**src/sv/bclp_pkg.sv**
```systemverilog
// ----------------------------------------------------------------------------
// Button click and long-press detector package
// Shared widths, codes and the request and response types of the divider.
// ----------------------------------------------------------------------------
package bclp_pkg;

    localparam int TIME_W    = 32;
    localparam int CFG_IDX_W = 3;
    localparam int EVENT_W   = 2;

    typedef logic [TIME_W-1:0]    time_t;
    typedef logic [CFG_IDX_W-1:0] cfg_idx_t;
    typedef logic [EVENT_W-1:0]   event_t;

    // Operation codes of an input word.
    localparam logic OP_SAMPLE = 1'b0;
    localparam logic OP_SKIP   = 1'b1;

    // Result codes.
    localparam event_t EV_NONE   = 2'd0;
    localparam event_t EV_TICK   = 2'd1;
    localparam event_t EV_SINGLE = 2'd2;
    localparam event_t EV_DOUBLE = 2'd3;

    // Configuration register indexes.
    localparam cfg_idx_t REG_DEBOUNCE     = 3'd0;
    localparam cfg_idx_t REG_DOUBLE_CLICK = 3'd1;
    localparam cfg_idx_t REG_LONG_START   = 3'd2;
    localparam cfg_idx_t REG_LONG_STEP    = 3'd3;

    // Register reset values.
    localparam time_t DEBOUNCE_RST     = 32'd30000;
    localparam time_t DOUBLE_CLICK_RST = 32'd300000;
    localparam time_t LONG_START_RST   = 32'd500000;
    localparam time_t LONG_STEP_RST    = 32'd250000;

    typedef struct packed {
        logic  start;
        time_t dividend;
        time_t divisor;
    } div_req_t;

    typedef struct packed {
        logic  done;
        time_t quotient;
    } div_resp_t;

endpackage

```
**src/sv/bclp_if.sv**
```systemverilog
// ----------------------------------------------------------------------------
// Button click and long-press detector channels
// Input word, result word and configuration write channels.
// ----------------------------------------------------------------------------
interface bclp_in_if
    import bclp_pkg::*;
();
    logic  valid;
    logic  ready;
    logic  operation;
    time_t now_time;
    logic  button_level;
    time_t skip_amount;

    modport source (output valid, output operation, output now_time,
                    output button_level, output skip_amount, input ready);
    modport sink   (input valid, input operation, input now_time,
                    input button_level, input skip_amount, output ready);
endinterface

interface bclp_out_if
    import bclp_pkg::*;
();
    logic   valid;
    logic   ready;
    event_t event_res;

    modport source (output valid, output event_res, input ready);
    modport sink   (input valid, input event_res, output ready);
endinterface

interface bclp_cfg_if
    import bclp_pkg::*;
();
    logic     valid;
    logic     ready;
    cfg_idx_t reg_index;
    time_t    wr_data;

    modport source (output valid, output reg_index, output wr_data, input ready);
    modport sink   (input valid, input reg_index, input wr_data, output ready);
endinterface

```
**src/sv/bclp_div.sv**
```systemverilog
// ----------------------------------------------------------------------------
// Serial divider
// Restoring unsigned division, one quotient bit per cycle.
// ----------------------------------------------------------------------------
module bclp_div
    import bclp_pkg::*;
(
    input  logic      clk,
    input  logic      rst_n,
    input  div_req_t  req,
    output div_resp_t resp
);

    localparam int CNT_W = $clog2(TIME_W + 1);

    logic [CNT_W-1:0] cnt_reg, cnt_next;
    logic             busy_reg, busy_next;
    logic             done_reg, done_next;
    time_t            rem_reg, rem_next;
    time_t            quo_reg, quo_next;
    time_t            div_reg, div_next;

    logic [TIME_W:0]  shifted;
    logic [TIME_W:0]  diff;

    assign shifted = {rem_reg, quo_reg[TIME_W-1]};
    assign diff    = shifted - {1'b0, div_reg};

    always_comb
    begin
        cnt_next  = cnt_reg;
        busy_next = busy_reg;
        done_next = 1'b0;
        rem_next  = rem_reg;
        quo_next  = quo_reg;
        div_next  = div_reg;
        if (req.start)
        begin
            cnt_next  = CNT_W'(TIME_W);
            busy_next = 1'b1;
            rem_next  = '0;
            quo_next  = req.dividend;
            div_next  = req.divisor;
        end
        else if (busy_reg)
        begin
            // A clear sign bit means the shifted remainder covers the divisor.
            if (!diff[TIME_W])
            begin
                rem_next = diff[TIME_W-1:0];
                quo_next = {quo_reg[TIME_W-2:0], 1'b1};
            end
            else
            begin
                rem_next = shifted[TIME_W-1:0];
                quo_next = {quo_reg[TIME_W-2:0], 1'b0};
            end
            cnt_next = cnt_reg - CNT_W'(1);
            if (cnt_reg == CNT_W'(1))
            begin
                busy_next = 1'b0;
                done_next = 1'b1;
            end
        end
    end

    always_ff @(posedge clk or negedge rst_n)
    begin
        if (!rst_n)
        begin
            cnt_reg  <= '0;
            busy_reg <= 1'b0;
            done_reg <= 1'b0;
        end
        else
        begin
            cnt_reg  <= cnt_next;
            busy_reg <= busy_next;
            done_reg <= done_next;
        end
    end

    always_ff @(posedge clk)
    begin
        rem_reg <= rem_next;
        quo_reg <= quo_next;
        div_reg <= div_next;
    end

    assign resp.done     = done_reg;
    assign resp.quotient = quo_reg;

endmodule

```
**src/sv/button_click_long_press_detector.sv**
```systemverilog
// ----------------------------------------------------------------------------
// Button click and long-press detector
// Debounces one active-low button and reports clicks and long-press ticks.
// ----------------------------------------------------------------------------
//  Channel  Direction  Contents
//  in_ch    in         operation, now_time, button_level, skip_amount
//  out_ch   out        event_res, one word per input word
//  cfg      in         reg_index, wr_data (always ready)
//
//  A skip word or a sample that needs no long-press step check loads its
//  result straight after evaluation; a held sample past the first tick first
//  runs the serial divider twice, on the old hold and then on the new one.
//  The input is ready only in the idle state, entered the cycle after a load,
//  and the load waits while the result register is full and not being read.
//  Reset restores the register defaults and clears the button state.
// ----------------------------------------------------------------------------
module button_click_long_press_detector
    import bclp_pkg::*;
(
    input logic        clk,
    input logic        rst_n,
    bclp_in_if.sink    in_ch,
    bclp_out_if.source out_ch,
    bclp_cfg_if.sink   cfg
);

    typedef enum logic [4:0] {
        S_IDLE  = 5'b00001,
        S_EVAL  = 5'b00010,
        S_DIV_A = 5'b00100,
        S_DIV_B = 5'b01000,
        S_DONE  = 5'b10000
    } state_t;

    state_t    state_reg, state_next;

    time_t     debounce_reg, dcw_reg, lps_reg, step_reg;

    logic      is_pressed_reg, is_pressed_next;
    time_t     press_start_reg, press_start_next;
    time_t     click_time_reg, click_time_next;
    time_t     deb_start_reg, deb_start_next;
    time_t     held_reg, held_next;

    logic      op_reg, level_reg;
    time_t     now_reg, amount_reg;
    event_t    ev_reg, ev_next;
    time_t     qa_reg, qa_next;

    logic      out_valid_reg, out_valid_next;
    event_t    out_ev_reg, out_ev_next;

    div_req_t  div_req;
    div_resp_t div_resp;

    time_t     since_deb, since_press, since_click, step_eff;
    logic      load_out;

    bclp_div u_div (
        .clk   (clk),
        .rst_n (rst_n),
        .req   (div_req),
        .resp  (div_resp)
    );

    // Configuration
    assign cfg.ready = 1'b1;

    always_ff @(posedge clk or negedge rst_n)
    begin
        if (!rst_n)
        begin
            debounce_reg <= DEBOUNCE_RST;
            dcw_reg      <= DOUBLE_CLICK_RST;
            lps_reg      <= LONG_START_RST;
            step_reg     <= LONG_STEP_RST;
        end
        else if (cfg.valid)
        begin
            unique case (cfg.reg_index)
                REG_DEBOUNCE:     debounce_reg <= cfg.wr_data;
                REG_DOUBLE_CLICK: dcw_reg      <= cfg.wr_data;
                REG_LONG_START:   lps_reg      <= cfg.wr_data;
                REG_LONG_STEP:    step_reg     <= cfg.wr_data;
                default:          ;
            endcase
        end
    end

    assign in_ch.ready = (state_reg == S_IDLE);

    always_ff @(posedge clk)
    begin
        if (in_ch.valid && in_ch.ready)
        begin
            op_reg     <= in_ch.operation;
            now_reg    <= in_ch.now_time;
            level_reg  <= in_ch.button_level;
            amount_reg <= in_ch.skip_amount;
        end
    end

    assign since_deb   = now_reg - deb_start_reg;
    assign since_press = now_reg - press_start_reg;
    assign since_click = now_reg - click_time_reg;
    assign step_eff    = (step_reg != '0) ? step_reg : TIME_W'(1);
    assign load_out    = (state_reg == S_DONE) && (!out_valid_reg || out_ch.ready);

    always_comb
    begin
        state_next       = state_reg;
        is_pressed_next  = is_pressed_reg;
        press_start_next = press_start_reg;
        click_time_next  = click_time_reg;
        deb_start_next   = deb_start_reg;
        held_next        = held_reg;
        ev_next          = ev_reg;
        qa_next          = qa_reg;
        div_req.start    = 1'b0;
        div_req.dividend = held_reg - lps_reg;
        div_req.divisor  = step_eff;

        unique case (state_reg)
            S_IDLE:
            begin
                if (in_ch.valid)
                begin
                    state_next = S_EVAL;
                end
            end

            S_EVAL:
            begin
                ev_next    = EV_NONE;
                state_next = S_DONE;
                if (op_reg == OP_SKIP)
                begin
                    // Unset timestamps stay at zero.
                    if (press_start_reg != '0) press_start_next = press_start_reg + amount_reg;
                    if (click_time_reg != '0)  click_time_next  = click_time_reg + amount_reg;
                    if (deb_start_reg != '0)   deb_start_next   = deb_start_reg + amount_reg;
                    if (held_reg != '0)        held_next        = held_reg + amount_reg;
                end
                else if (since_deb <= debounce_reg)
                begin
                    ev_next = EV_NONE;
                end
                else if (!level_reg)
                begin
                    if (!is_pressed_reg)
                    begin
                        deb_start_next   = now_reg;
                        press_start_next = now_reg;
                        held_next        = '0;
                        is_pressed_next  = 1'b1;
                    end
                    else if (since_press > lps_reg)
                    begin
                        held_next = since_press;
                        if (held_reg == '0)
                        begin
                            click_time_next = '0;
                            ev_next         = EV_TICK;
                        end
                        else
                        begin
                            // Divide the previous hold first; the new one follows.
                            div_req.start = 1'b1;
                            state_next    = S_DIV_A;
                        end
                    end
                end
                else if (click_time_reg != '0 && since_click > dcw_reg)
                begin
                    click_time_next = '0;
                    is_pressed_next = 1'b0;
                    ev_next         = EV_SINGLE;
                end
                else if (is_pressed_reg)
                begin
                    is_pressed_next = 1'b0;
                    deb_start_next  = now_reg;
                    if (click_time_reg != '0)
                    begin
                        press_start_next = '0;
                        click_time_next  = '0;
                        ev_next          = EV_DOUBLE;
                    end
                    else if (held_reg >= lps_reg)
                    begin
                        held_next        = '0;
                        press_start_next = '0;
                        click_time_next  = '0;
                    end
                    else
                    begin
                        click_time_next = now_reg;
                    end
                end
            end

            S_DIV_A:
            begin
                if (div_resp.done)
                begin
                    qa_next       = div_resp.quotient;
                    div_req.start = 1'b1;
                    state_next    = S_DIV_B;
                end
            end

            S_DIV_B:
            begin
                if (div_resp.done)
                begin
                    state_next = S_DONE;
                    if (qa_reg != div_resp.quotient)
                    begin
                        click_time_next = '0;
                        ev_next         = EV_TICK;
                    end
                end
            end

            S_DONE:
            begin
                if (load_out)
                begin
                    state_next = S_IDLE;
                end
            end

            default:
            begin
                state_next = S_IDLE;
            end
        endcase
    end

    always_comb
    begin
        out_valid_next = out_valid_reg;
        out_ev_next    = out_ev_reg;
        if (load_out)
        begin
            out_valid_next = 1'b1;
            out_ev_next    = ev_reg;
        end
        else if (out_ch.ready)
        begin
            out_valid_next = 1'b0;
        end
    end

    always_ff @(posedge clk or negedge rst_n)
    begin
        if (!rst_n)
        begin
            state_reg       <= S_IDLE;
            is_pressed_reg  <= 1'b0;
            press_start_reg <= '0;
            click_time_reg  <= '0;
            deb_start_reg   <= '0;
            held_reg        <= '0;
            out_valid_reg   <= 1'b0;
        end
        else
        begin
            state_reg       <= state_next;
            is_pressed_reg  <= is_pressed_next;
            press_start_reg <= press_start_next;
            click_time_reg  <= click_time_next;
            deb_start_reg   <= deb_start_next;
            held_reg        <= held_next;
            out_valid_reg   <= out_valid_next;
        end
    end

    always_ff @(posedge clk)
    begin
        ev_reg     <= ev_next;
        qa_reg     <= qa_next;
        out_ev_reg <= out_ev_next;
    end

    assign out_ch.valid     = out_valid_reg;
    assign out_ch.event_res = out_ev_reg;

    // The divider only finishes while the sequencer waits on it.
    a_div_done_in_wait: assert property (@(posedge clk) disable iff (!rst_n)
        div_resp.done |-> (state_reg == S_DIV_A || state_reg == S_DIV_B))
        else $error("divider finished outside a wait state");

    // An accepted word is evaluated in the next cycle.
    a_accept_eval: assert property (@(posedge clk) disable iff (!rst_n)
        (in_ch.valid && in_ch.ready) |=> (state_reg == S_EVAL))
        else $error("accepted word not evaluated");

    // A long-press tick always drops a recorded click.
    a_tick_clears_click: assert property (@(posedge clk) disable iff (!rst_n)
        (state_reg == S_DONE && ev_reg == EV_TICK) |-> (click_time_reg == '0))
        else $error("tick left a click recorded");

endmodule
```
**src/flat_wrapper.sv**
```systemverilog
// flat-port wrapper written by rule: the top's interface ports become plain ports
module button_click_long_press_detector_flat import bclp_pkg::*;
  (clk, rst_n, in_ch_valid, in_ch_operation, in_ch_now_time, in_ch_button_level, in_ch_skip_amount, in_ch_ready, out_ch_valid, out_ch_event_res, out_ch_ready, cfg_valid, cfg_reg_index, cfg_wr_data, cfg_ready);
  bclp_in_if in_ch_i ();
  bclp_out_if out_ch_i ();
  bclp_cfg_if cfg_i ();
  input logic clk;
  input logic rst_n;
  input wire logic [$bits(in_ch_i.valid)-1:0] in_ch_valid;
  input wire logic [$bits(in_ch_i.operation)-1:0] in_ch_operation;
  input wire logic [$bits(in_ch_i.now_time)-1:0] in_ch_now_time;
  input wire logic [$bits(in_ch_i.button_level)-1:0] in_ch_button_level;
  input wire logic [$bits(in_ch_i.skip_amount)-1:0] in_ch_skip_amount;
  output wire logic [$bits(in_ch_i.ready)-1:0] in_ch_ready;
  output wire logic [$bits(out_ch_i.valid)-1:0] out_ch_valid;
  output wire logic [$bits(out_ch_i.event_res)-1:0] out_ch_event_res;
  input wire logic [$bits(out_ch_i.ready)-1:0] out_ch_ready;
  input wire logic [$bits(cfg_i.valid)-1:0] cfg_valid;
  input wire logic [$bits(cfg_i.reg_index)-1:0] cfg_reg_index;
  input wire logic [$bits(cfg_i.wr_data)-1:0] cfg_wr_data;
  output wire logic [$bits(cfg_i.ready)-1:0] cfg_ready;
  assign in_ch_i.valid = in_ch_valid;
  assign in_ch_i.operation = in_ch_operation;
  assign in_ch_i.now_time = in_ch_now_time;
  assign in_ch_i.button_level = in_ch_button_level;
  assign in_ch_i.skip_amount = in_ch_skip_amount;
  assign in_ch_ready = in_ch_i.ready;
  assign out_ch_valid = out_ch_i.valid;
  assign out_ch_event_res = out_ch_i.event_res;
  assign out_ch_i.ready = out_ch_ready;
  assign cfg_i.valid = cfg_valid;
  assign cfg_i.reg_index = cfg_reg_index;
  assign cfg_i.wr_data = cfg_wr_data;
  assign cfg_ready = cfg_i.ready;
  button_click_long_press_detector u_core (.clk(clk), .rst_n(rst_n), .in_ch(in_ch_i), .out_ch(out_ch_i), .cfg(cfg_i));
endmodule
```
**config.mk**
```make
export PLATFORM = sky130hd
export DESIGN_NAME = button_click_long_press_detector_flat
export DESIGN_NICKNAME = d
export VERILOG_FILES = /design/src/sv/bclp_pkg.sv /design/src/sv/bclp_if.sv /design/src/sv/bclp_div.sv /design/src/sv/button_click_long_press_detector.sv /design/src/flat_wrapper.sv
export SDC_FILE = /design/constraint.sdc
export NUM_CORES = 2
export LEC_CHECK = 0
export ABC_AREA = 1
export BUFFER_PORTS_ARGS = -buffer_cell sky130_fd_sc_hd__buf_2
export CORE_UTILIZATION = 58
export CTS_CLUSTER_SIZE = 8
export DETAILED_ROUTE_END_ITERATION = 12
export PLACE_DENSITY = 0.79
export SLEW_MARGIN = 20
export SYNTH_ARGS = -nofsm -noshare
export SYNTH_HDL_FRONTEND = slang
export SYNTH_SLANG_ARGS = --single-unit
export TNS_END_PERCENT = 50
```
**constraint.sdc**
```tcl
create_clock -name clk -period 4.7 [get_ports clk]
set_input_delay 0.47 -clock clk [delete_from_list [all_inputs] [get_ports clk]]
set_output_delay 0.47 -clock clk [all_outputs]
set_load 0.05 [all_outputs]
```
==> metrics.yaml <==
clock_latency_ns: 0.63
worst_slack_ns: 0.135
clkPwrFrac: 0.130
min_path_cells: 1
fillers: 6059
async_flop_share: 0.578
p_per_area_nw_per_um2: 859
worstReg2RegStart: "u_core.now_reg[6]"
regArea_sq_um: 12400
leakage_nw: 21.9
ant_nets: 0
fin_crit_ns: 4.56
netlist_area_sq_um: 39800
yosys_warnings: 0
synth_cell_type_count: 63
antenna_found_initial: 5
via_count: 41000
crit_path_max_incr_delay_ns: 0.47
crit_fanout: 8
grt_max_degree: 98
grt_pass1_vias: 37600
critPathRequiredTime_ns: 5.03
synth_area_per_cell_sq_um: 6.87
cts.sinks: 469
coreArea_sq_um: 67500
syn2layout_area_growth_pct: 12.8
viasPerCell: 5.92
finalMaxSlewViolations: 0
ys.flop_type: "dfrtp_1"
criticalPathCategory: "reg2reg"
pre_cts_ws_ns: -0.233
grt_pass1_wl_microns: 220000
dp_hpwl_microns: 117000
drt_iter0_markers: 4527
final_hold_viol_count: 0
r2r_slack_ns: 0.14
holdCritStartpoint: "in_ch_skip_amount[20]"
fp.dieArea_sq_um: 69600
multi_input_area_sq_um: 24300
wl_per_cell_microns: 21.3
fin_setup_tns_ns: 0
place_congestion: 1.07
synthCells: 5794
die-width_microns: 264
tightest_slew_ns: 1.08
cp-start-kind: "flip-flop"
portBuffers: 109
grt_overflow: 0
cts_buffer_depth: 3
yosysSeqAreaShare: 0.313
reg2reg_depth: 28
timing.fmax_ghz: 0.219
std_cell_rows: 95
root_buffer: "clkbuf_16"
p_switching_w: 0.0208
combPwrFrac: 0.684
clk_pin_slew_ns: 0.06
slew_headroom: 0.277
status: "finished, final reports clean"
num_io_pins: 111
hold_ws_ns: 0.0204
final_util: 0.665
layout-drive-gt1-share: 0.0860
switching_share: 0.540
cts_buffers: 70
drt-total-wl_microns: 147000
cp.arrival_ns: 4.90
ys_ff_latch: 469
internal-power_w: 0.0177
track_usage: 0.413
initial_utilization: 0.589
hold_path.class: "in2reg"
die_height_microns: 264
cts-htree-levels: 3
first_pass_iters: 8
fin_crit_sh: 0.971
cpMostUsedCell: "nand2_1"
worstReg2RegEnd: "u_core.u_div.quo_reg[29]"
synth_nets: 6288
p_seq_frac: 0.186
setup_violations: 0
peakVddDrop_v: 0.000620
drc: 0
synth_edf_count: 166
tritoncts: "done"
p_total_w: 0.0386
cp-end-kind: "flip-flop"
worstHoldEndpoint: "u_core.amount_reg[20]"
cp_slowest_cell: "edfxtp_1"
maxCapViolations: 0
finClkSkew_ns: 0.0319
num-nets-final: 6482
## layout by cell type (no fill, tap or decap), types with 10 or more instances in the layout
cell type,synthesis,routed
o21ai_1,35,44
o21bai_1,31,28
nor3_1,65,65
edfxtp_1,166,166
nand2_1,1596,1583
clkbuf_1,82,47
inv_1,730,726
nand3_1,341,334
clkbuf_16,0,72
dfrtp_1,241,240
nand2_2,8,19
buf_4,14,118
dfxtp_1,32,32
nor2_1,600,590
and2_1,16,15
ha_2,0,18
dfstp_2,30,30
nor4_1,28,24
dlygate4sd3_1,0,20
o21ai_0,450,437
nand4_1,70,70
nor2_2,5,13
a21o_1,28,28
a21oi_1,459,436
buf_2,25,108
buf_12,0,11
xnor2_1,71,71
inv_2,7,10
or2_2,11,11
xor2_1,85,84
a31oi_1,20,18
a21oi_2,2,23
o21a_1,34,34
nand3b_1,16,16
ha_1,379,354
## cell usage after synthesis (71+ instances only)
library cell / instances / area share
a21oi_1: 459 / 0.058
clkbuf_1: 82 / 0.0077
dfrtp_1: 241 / 0.15
edfxtp_1: 166 / 0.13
ha_1: 379 / 0.12
inv_1: 730 / 0.069
nand2_1: 1596 / 0.15
nand3_1: 341 / 0.043
nor2_1: 600 / 0.057
o21ai_0: 450 / 0.057
xnor2_1: 71 / 0.016
xor2_1: 85 / 0.019
## critical path: cells and delay by family (launching register included)
kind / cells / cell delay (ns)
buffers and inverters: 5 / 0.72
and+or+nand+nor: 17 / 1.73
xor gates and xnor gates: 1 / 0.07
DFF: 1 / 0.47
AOI/OAI and AO/OA: 3 / 0.51
adders and majority gates: 2 / 0.74
## power by group through the flow
stage                     Clock [W]  Sequential, W  Combinational [W]
final                       0.00501        0.00717             0.0264
after global routing        0.00522        0.00719             0.0289
after CTS                   0.00505        0.00712             0.0248
after detailed placement          0        0.00717             0.0244
after global placement            0        0.00715             0.0241
after floorplan                   0        0.00641             0.0173
## worst max path at each step
stage                                        start  cells after the start  slack [ns]                         end
after floorplan                  u_core.now_reg[1]                     21        0.09     u_core.u_div.quo_reg[0]
after global placement           u_core.now_reg[0]                     30       -0.14  u_core.press_start_reg[30]
after detailed placement         u_core.now_reg[0]                     30       -0.23          u_core.held_reg[4]
after CTS                        u_core.now_reg[0]                     27        0.03   u_core.press_start_reg[3]
final                            u_core.now_reg[6]                     28        0.14    u_core.u_div.quo_reg[29]
after global routing      u_core.deb_start_reg[10]                     28       -0.08    u_core.u_div.quo_reg[29]
## metrics by stage
stage          std cells  cell area [sq um]
5_1_grt             6918              44900
3_3_place_gp        6745              41700
6_report            6925              44900
3_5_place_dp        6745              41700
2_1_floorplan       5794              39800
4_1_cts             6899              44200
## area by class of cell
| type | instances | area share |
|---|---|---|
| inverters | 740 | 0.0620 |
| well taps | 873 | 0.0243 |
| clock inverters | 9 | 0.00441 |
| repair buffers | 268 | 0.0454 |
| flip-flops and latches | 469 | 0.277 |
| multi-input cells | 4439 | 0.542 |
| diodes | 7 | 0.000390 |
| clock buffers | 120 | 0.0439 |
## per-layer routing
metal	vias up	wire [microns]	track usage
li1	19500	-	-
met1	18900	60000	0.541
met2	2124	64000	0.633
met3	458	13100	0.0705
met4	6	10200	0.264
met5	-	35	0
## what timing repair did
item / 4_1_cts / 5_1_grt
cloned: 1 / 3
hold buffers: 20 / 0
endpoints found under the setup margin: 127 / 267
pin swaps: 4 / 18
endpoints found under the hold margin: 101 / 0
buffers inserted: 4 / 16
gates resized for setup: 11 / 122
## kinds of logic after synthesis
| group | count (synthesis) | share of synthesized area |
|---|---|---|
| adder cells (fa/ha/maj) | 388 | 0.124 |
| AND/OR/NAND/NOR | 2782 | 0.290 |
| buffers and inverters | 886 | 0.0888 |
| flip-flops | 469 | 0.313 |
| AO/OA/AOI/OAI | 1112 | 0.150 |
| XOR/XNOR | 156 | 0.0343 |
| other | 1 | 0.0000943 |
Power figures use the tool's default switching activity.
